## config.mk

```make
export PLATFORM = sky130hd
export DESIGN_NAME = dtf_cell
export DESIGN_NICKNAME = d
export VERILOG_FILES = /design/src/hw/rtl/dtf_pkg.sv /design/src/hw/rtl/dtf_cell.sv
export SDC_FILE = /design/constraint.sdc
export NUM_CORES = 1
export LEC_CHECK = 0
export BUFFER_PORTS_ARGS = -buffer_cell sky130_fd_sc_hd__buf_2
export CAP_MARGIN = 30
export CORE_AREA = 2 2 127 129
export CTS_CLUSTER_SIZE = 8
export DETAILED_ROUTE_END_ITERATION = 12
export DIE_AREA = 0 0 129 131
export GPL_TIMING_DRIVEN = 1
export PLACE_DENSITY = 0.71
export SYNTH_ARGS = -nofsm -noshare
export SYNTH_HDL_FRONTEND = slang
export SYNTH_SLANG_ARGS = --single-unit
```

## constraint.sdc

```tcl
create_clock -name i_clk -period 9.3 [get_ports i_clk]
set_input_delay 0.465 -clock i_clk [delete_from_list [all_inputs] [get_ports i_clk]]
set_output_delay 0.465 -clock i_clk [all_outputs]
set_load 0.1 [all_outputs]
```

## src/hw/rtl/dtf_pkg.sv

```systemverilog
package dtf_pkg;

    typedef logic [1:0]  t_kind;
    typedef logic [47:0] t_key;
    typedef logic [31:0] t_ident;
    typedef logic [23:0] t_ticks;
    typedef logic [2:0]  t_status;
    typedef logic [4:0]  t_occ;
    typedef logic [4:0]  t_cap;

    localparam t_kind KIND_PUSH = 2'd0;
    localparam t_kind KIND_POP  = 2'd1;
    localparam t_kind KIND_TICK = 2'd2;

    localparam t_status ST_ACCEPTED  = 3'd0;
    localparam t_status ST_DUPLICATE = 3'd1;
    localparam t_status ST_OVERLOAD  = 3'd2;
    localparam t_status ST_EMPTY     = 3'd3;
    localparam t_status ST_POPPED    = 3'd4;
    localparam t_status ST_TIMEOUT   = 3'd5;

    localparam t_cap CAP_RESET = 5'd16;

    // Command broadcast to every cell of the chain.
    typedef struct packed {
        logic scan;       // compare keys and evaluate countdowns
        logic is_tick;    // the scan belongs to a tick: decrement and flag expiry
        logic remove;     // close the gap at the selected entry
        logic from_head;  // the selected entry is the head (pop)
    } t_cell_cmd;

endpackage

```

## src/hw/rtl/dtf_cell.sv

```systemverilog
module dtf_cell #(
    parameter int TIMEOUT_BITS = 24
) (
    input  logic                    i_clk,
    input  logic                    i_rst_n,
    input  dtf_pkg::t_cell_cmd      i_cmd,
    input  logic                    i_wr_en,
    input  dtf_pkg::t_key           i_key,
    input  dtf_pkg::t_ident         i_ident,
    input  logic [TIMEOUT_BITS-1:0] i_rem,
    input  logic                    i_nb_valid,
    input  dtf_pkg::t_key           i_nb_key,
    input  dtf_pkg::t_ident         i_nb_ident,
    input  logic [TIMEOUT_BITS-1:0] i_nb_rem,
    input  logic                    i_nb_exp,
    input  logic                    i_found,
    output logic                    o_found,
    output logic                    o_pick,
    output logic                    o_valid,
    output dtf_pkg::t_key           o_key,
    output dtf_pkg::t_ident         o_ident,
    output logic [TIMEOUT_BITS-1:0] o_rem,
    output logic                    o_exp,
    output logic                    o_match
);
    import dtf_pkg::*;

    logic                    r_valid;
    logic                    r_exp;
    logic                    r_match;
    t_key                    r_key;
    t_ident                  r_ident;
    logic [TIMEOUT_BITS-1:0] r_rem;
    logic                    shift;
    logic                    due;

    // Every cell at or behind the selected entry takes its younger neighbor.
    assign o_found = i_found | r_exp;
    assign o_pick  = r_exp & ~i_found;
    assign shift   = i_cmd.remove & o_found;
    assign due     = r_rem <= TIMEOUT_BITS'(1);

    always_ff @(posedge i_clk) begin
        if (!i_rst_n) begin
            r_valid <= 1'b0;
            r_exp   <= 1'b0;
            r_match <= 1'b0;
        end else if (shift) begin
            r_valid <= i_nb_valid;
            r_exp   <= i_nb_exp;
        end else if (i_wr_en) begin
            r_valid <= 1'b1;
            r_exp   <= 1'b0;
        end else if (i_cmd.scan) begin
            r_match <= r_valid && (r_key == i_key);
            r_exp   <= r_valid && i_cmd.is_tick && due;
        end
    end

    always_ff @(posedge i_clk) begin
        if (shift) begin
            r_key   <= i_nb_key;
            r_ident <= i_nb_ident;
            r_rem   <= i_nb_rem;
        end else if (i_wr_en) begin
            r_key   <= i_key;
            r_ident <= i_ident;
            r_rem   <= i_rem;
        end else if (i_cmd.scan && i_cmd.is_tick && r_valid && !due) begin
            r_rem   <= r_rem - TIMEOUT_BITS'(1);
        end
    end

    assign o_valid = r_valid;
    assign o_key   = r_key;
    assign o_ident = r_ident;
    assign o_rem   = r_rem;
    assign o_exp   = r_exp;
    assign o_match = r_match;

endmodule

```

==> out/results.ini, run 1 <==
[run_status]
status = finished, final reports clean

[timing]
rsz0062_at_grt = no
timing.final.crit_period_ns = 3.26
maxSlewViolCount = 0
setup_tns_ns = 0
relSlewSlack_pct = 48.3
min_period_over_period_pct = 35.0
max_freq_mhz = 307
tightest_slew_ns = 0.768
setup_viol = 0
skew_ns = 0.00860
hold_viol = 0

[drt]
drt_iter0_drc = 364
met1Wirelength_mm = 7.05
postRouteAntennaNets = 0
wl_per_cell_um = 15.9
top_layer = met4
wl_met3_mm = 1.70
drt-vias-per-instance = 4.87
routed_wl_mm = 18.3
drc = 0
vias = 5595
dr.pass1.iters = 5
dr_wl_met2_mm = 9.20

[logic_synthesis]
ys_types = 42
syn_avg_cell_area_um2 = 9.33
synth-edff-count = 104
syn_area_um2 = 5760
seq_area_frac_synth_pct = 55.2
synth_seq_cells = 107
async_flop_share_pct = 0
synth_warnings = 0
synthFlopType = edfxtp_1
synth_nets = 838
synth_cells = 618

[die]
die-area_um2 = 16900
pin_count = 327
rows = 46
dieWidth_um = 129
die_h_um = 131
coreArea_um2 = 15600
start_util_pct = 37.0

[cts]
cts_buffer_depth = 2
clk_pin_slew_worst_paths_ns = 0.08
clkSinkCount = 107
post_cts_buffers = 0
cts.repair.resized = 0
insertion_delay_ns = 0.35
cts_made_buffers = 9
root_buffer = clkbuf_16
htree_levels = 3
tritoncts = built
hold_buffers = 0

[final_layout]
nNetsFinal = 1148
layout_commonest_cell = buf_2
drive_gt1_share_pct = 38.4
final_area_um2 = 7930
area_delta_synth_final_pct = 37.6
layout_common_cells = buf_2, nand2_1, edfxtp_1

[critical_path]
cp_data_required_time_ns = 9.53
r2r-end = o_exp
cp_max_fo = 58
reg2reg_slack_ns = 6.04
worstSetupEndpointType = flip-flop
reg2regPathDepth = 5
endpoint = o_exp
worstReg2RegStart = o_exp
critical_path_class = flip-flop to flip-flop
critPathLaunchType = flip-flop
crit_start = o_exp
cp.arrival_ns = 3.49

[pwr]
ir_worst_vdd_mv = 0.107
report.power.total_mw = 1.64
power_density_nw_per_um2 = 207
power_leakage_nw = 3.75

[global_routing]
antenna_found_initial = 0
grt.total_usage_pct = 20.5
grt_pass1_vias = 5049
grt_overflow_total = 0
grt_pass1_wl_mm = 26.4
grt_max_degree = 65

[run]
maxCapViolCount = 0

[worst_hold_path]
hold_path.class = primary input to flip-flop
hold_depth = 3

[placed_design]
place_hpwl_mm = 14.0
port_buffers = 325
gp_congestion = 0.827
place_area_um2 = 7610

[where the power goes]
group          switching [mW]  total [mW]  leakage, nW  internal, mW
clock network           0.179       0.388        0.149         0.209
logic                   0.497       0.618         2.52         0.121
registers              0.0382       0.633         1.08         0.595
total                   0.715        1.64         3.75         0.925
[per-layer routing]
metal / vias to the layer above / track usage, %
li1: 2755 / -
met5: - / 0
met3: 24 / 6.15
met4: 0 / 6.71
met1: 2550 / 23.8
met2: 266 / 36.4
[cells in the mapped netlist, types with 4 or more instances]
master    instances  share of area [%]
nor4_1           11                1.2
o21ai_0          29                2.5
nand2_1         247                 16
clkbuf_1         30                2.0
a21oi_1          19                1.6
nand4_1           8               0.87
and3_1            4               0.43
edfxtp_1        104                 54
or3_1            10                1.1
xor2_1           22                3.3
nor2_1           15               0.98
inv_1            15               0.98
xnor2_1          30                4.6
nand3_1          10               0.87
mux2i_1           5               0.87
nor3_1           14                1.2
[stage by stage]
stage	util [%]	cells	hold WS (ns)	setup slack, ns
2_1_floorplan	-	618	0.596	5.21
3_3_place_gp	48.6	1131	0.469	5.83
3_5_place_dp	48.8	1132	0.468	5.75
4_1_cts	50.6	1148	0.354	5.91
5_1_grt	50.8	1149	0.361	5.82
6_report	50.8	1150	0.370	6.04
[worst max-delay path, stage by stage (launching register included)]
cell and delay [ns]:
dfxtp_1 0.41, o21a_4 0.44, nor2_1 0.67, clkinv_2 0.65
buf_4 0.54, o311a_1 0.39
[cells by family (layout without fill, tap and decap cells)]
family	Yosys count	in the layout	synth area share, %
compound gates	73	73	7.58
xor+xnor	52	52	7.90
other cells	0	1	0
mux	5	5	0.868
simple gates	333	333	24.9
buf+inv	46	361	3.13
flops	107	107	55.2
fa+ha+maj	2	2	0.434
[final cells by class]
cell class	count	area, um2
inverters	15	57.6
multi-input cells	465	2420
fillers	1501	7670
flip-flops and latches	107	3180
clock buffers	9	225
repair buffers	330	1700
well taps	216	270
clock inverters	7	67.6
diodes	1	2.50
[worst min path at each step]
stage	from	end
global placement	o_match	o_match
CTS	i_nb_key[0]	o_key[0]
finish	i_nb_key[0]	o_key[0]
detailed placement	o_match	o_match
floorplan	i_rst_n	o_exp
global route	i_nb_key[39]	o_key[39]
[sequential cells by signal, summed over array words and instances (netlist names)]
signal / cells
o_exp: 1
o_rem: 24
o_match: 1
o_valid: 1
o_ident: 32
o_key: 48
Note: power is estimated with default switching activity, not from simulation.
==> run 2, diff against run 1 <==
--- a/config.mk
+++ b/config.mk
@@ -12,7 +12,7 @@
 export DETAILED_ROUTE_END_ITERATION = 12
 export DIE_AREA = 0 0 129 131
 export GPL_TIMING_DRIVEN = 1
-export PLACE_DENSITY = 0.71
+export PLACE_DENSITY = 0.74
 export SYNTH_ARGS = -nofsm -noshare
 export SYNTH_HDL_FRONTEND = slang
 export SYNTH_SLANG_ARGS = --single-unit
==> constraint.sdc (replaced) <==
create_clock -name i_clk -period 2.65 [get_ports i_clk]
set_input_delay 0.1325 -clock i_clk [delete_from_list [all_inputs] [get_ports i_clk]]
set_output_delay 0.1325 -clock i_clk [all_outputs]
set_load 0.1 [all_outputs]
==> run 2 against run 1 <==
  * Sequential power rose to 3.5 times the previous value
  * Fmax up 29%
  * Wire length up 0.72%
  * Core utilization up 0.91 points
  * First-iteration DRC count up 1.6%
  * Worst setup slack worse by 5.9 ns
  * Register-to-register slack worse by 5.9 ns
  * Total power rose to 3.5 times the previous value
  * Flip-flop and latch count unchanged
  * Critical endpoint is now o_rem[22]
  * Highest routed layer is now met5
==> out/results.ini, run 2 (same netlist as run 1, synthesis figures left out) <==
[pwr]
power_density_nw_per_um2 = 718
power_leakage_nw = 3.81
ir_worst_vdd_mv = 0.343

[timing]
max_freq_mhz = 395
setup_viol = 0
relSlewSlack_pct = 59.0
timing.final.crit_period_ns = 2.53
skew_ns = 0.0140
min_period_over_period_pct = 95.5
rsz0062_at_grt = no
tightest_slew_ns = 0.612
setup_tns_ns = 0
hold_ws_ns = 0.0372
hold_viol = 0
maxSlewViolCount = 0

[run_status]
status = finished, final reports clean

[final_layout]
nNetsFinal = 1159
layout_commonest_cell = buf_2
layout_common_cells = buf_2, nand2_1, edfxtp_1
diodes = 0
final_area_um2 = 8070
largest_reg_flops = 48
drive_gt1_share_pct = 39.6
area_delta_synth_final_pct = 40.0

[die]
coreArea_um2 = 15600
rows = 46
dieWidth_um = 129
die-area_um2 = 16900
pin_count = 327
die_h_um = 131
start_util_pct = 37.0

[critical_path]
cp_data_required_time_ns = 2.72
worstSetupEndpointType = flip-flop
cp_max_fo = 24
cp.arrival_ns = 2.60
critical_path_class = flip-flop to flip-flop
critPathLaunchType = flip-flop

[cts]
cts_buffer_depth = 2
post_cts_buffers = 0
root_buffer = clkbuf_16
clkSinkCount = 107
cts_made_buffers = 9
tritoncts = built
clk_pin_slew_worst_paths_ns = 0.08
insertion_delay_ns = 0.35
hold_buffers = 0
cts.repair.resized = 0
htree_levels = 3

[drt]
postRouteAntennaNets = 0
vias = 5544
routed_wl_mm = 18.4
wl_per_cell_um = 15.9
drc = 0
drt_iter0_drc = 370
dr.pass1.iters = 4
drt-vias-per-instance = 4.78

[placed_design]
port_buffers = 325
place_area_um2 = 7780
gp_congestion = 0.834
place_hpwl_mm = 13.9

[global_routing]
grt_pass1_wl_mm = 27.1
antenna_found_initial = 2
grt.total_usage_pct = 20.9
grt_max_degree = 119
grt_overflow_total = 0
grt_pass1_vias = 5308

[worst_hold_path]
hold_path.class = primary input to flip-flop

[run]
maxCapViolCount = 0

-- run 2: changes by cell type in the layout (fill, tap and decap cells not counted), moves of 2 or more --
cell	change
buf_12	+2
buf_16	-2
buf_4	+11
clkbuf_1	+3
clkinv_2	-4
clkinvlp_4	+2
nor2_1	-2
nor4_2	-2
nor4_4	+3
-- run 2: layer usage --
layer  vias to the layer above  routed length (um)  track usage [%]
li1                       2775                   -                -
met1                      2484                7260             24.8
met2                       252                9210             36.8
met3                        29                1590             5.58
met4                         4                 339             7.35
met5                         -                  24                0
-- run 2: final timing paths --
path           startpoint         to  slack (ns)  depth (start not counted)
min          i_nb_key[43]  o_key[43]        0.04                          3
max reg2reg      o_rem[5]  o_rem[22]        0.12                          5
min reg2reg       o_match    o_match        0.48                          2
max              o_rem[5]  o_rem[22]        0.12                          5
-- run 2: area by class of cell --
type,count,area (um2)
sequential,107,3190
clock inverter,4,51.3
inverter,15,60.1
fill,1465,7530
timing repair buffer,341,1770
multi-input combinational,465,2490
tap,216,270
clock buffer,12,236
-- run 2: through the flow --
step	power [mW]	setup slack (ns)	util [%]	cells
finish	5.79	0.120	51.7	1160
global route	6.01	0.0448	51.7	1160
CTS	5.84	0.119	51.7	1160
detailed placement	4.47	0.148	49.9	1144
global placement	4.45	0.186	49.9	1144
floorplan	3.95	-0.285	-	618
-- run 2: where the power goes --
part	internal [mW]	switching, mW	leakage (nW)
sequential	2.09	0.121	1.08
combinational	0.448	1.77	2.59
clock	0.738	0.624	0.137
total	3.27	2.52	3.81
-- run 2: worst max-delay path, stage by stage, from the launching register on --
cell	delay, ns
edfxtp_1	0.46
or4_1	0.68
nor4_1	0.23
buf_4	0.18
o2111ai_1	0.21
a41o_4	0.48
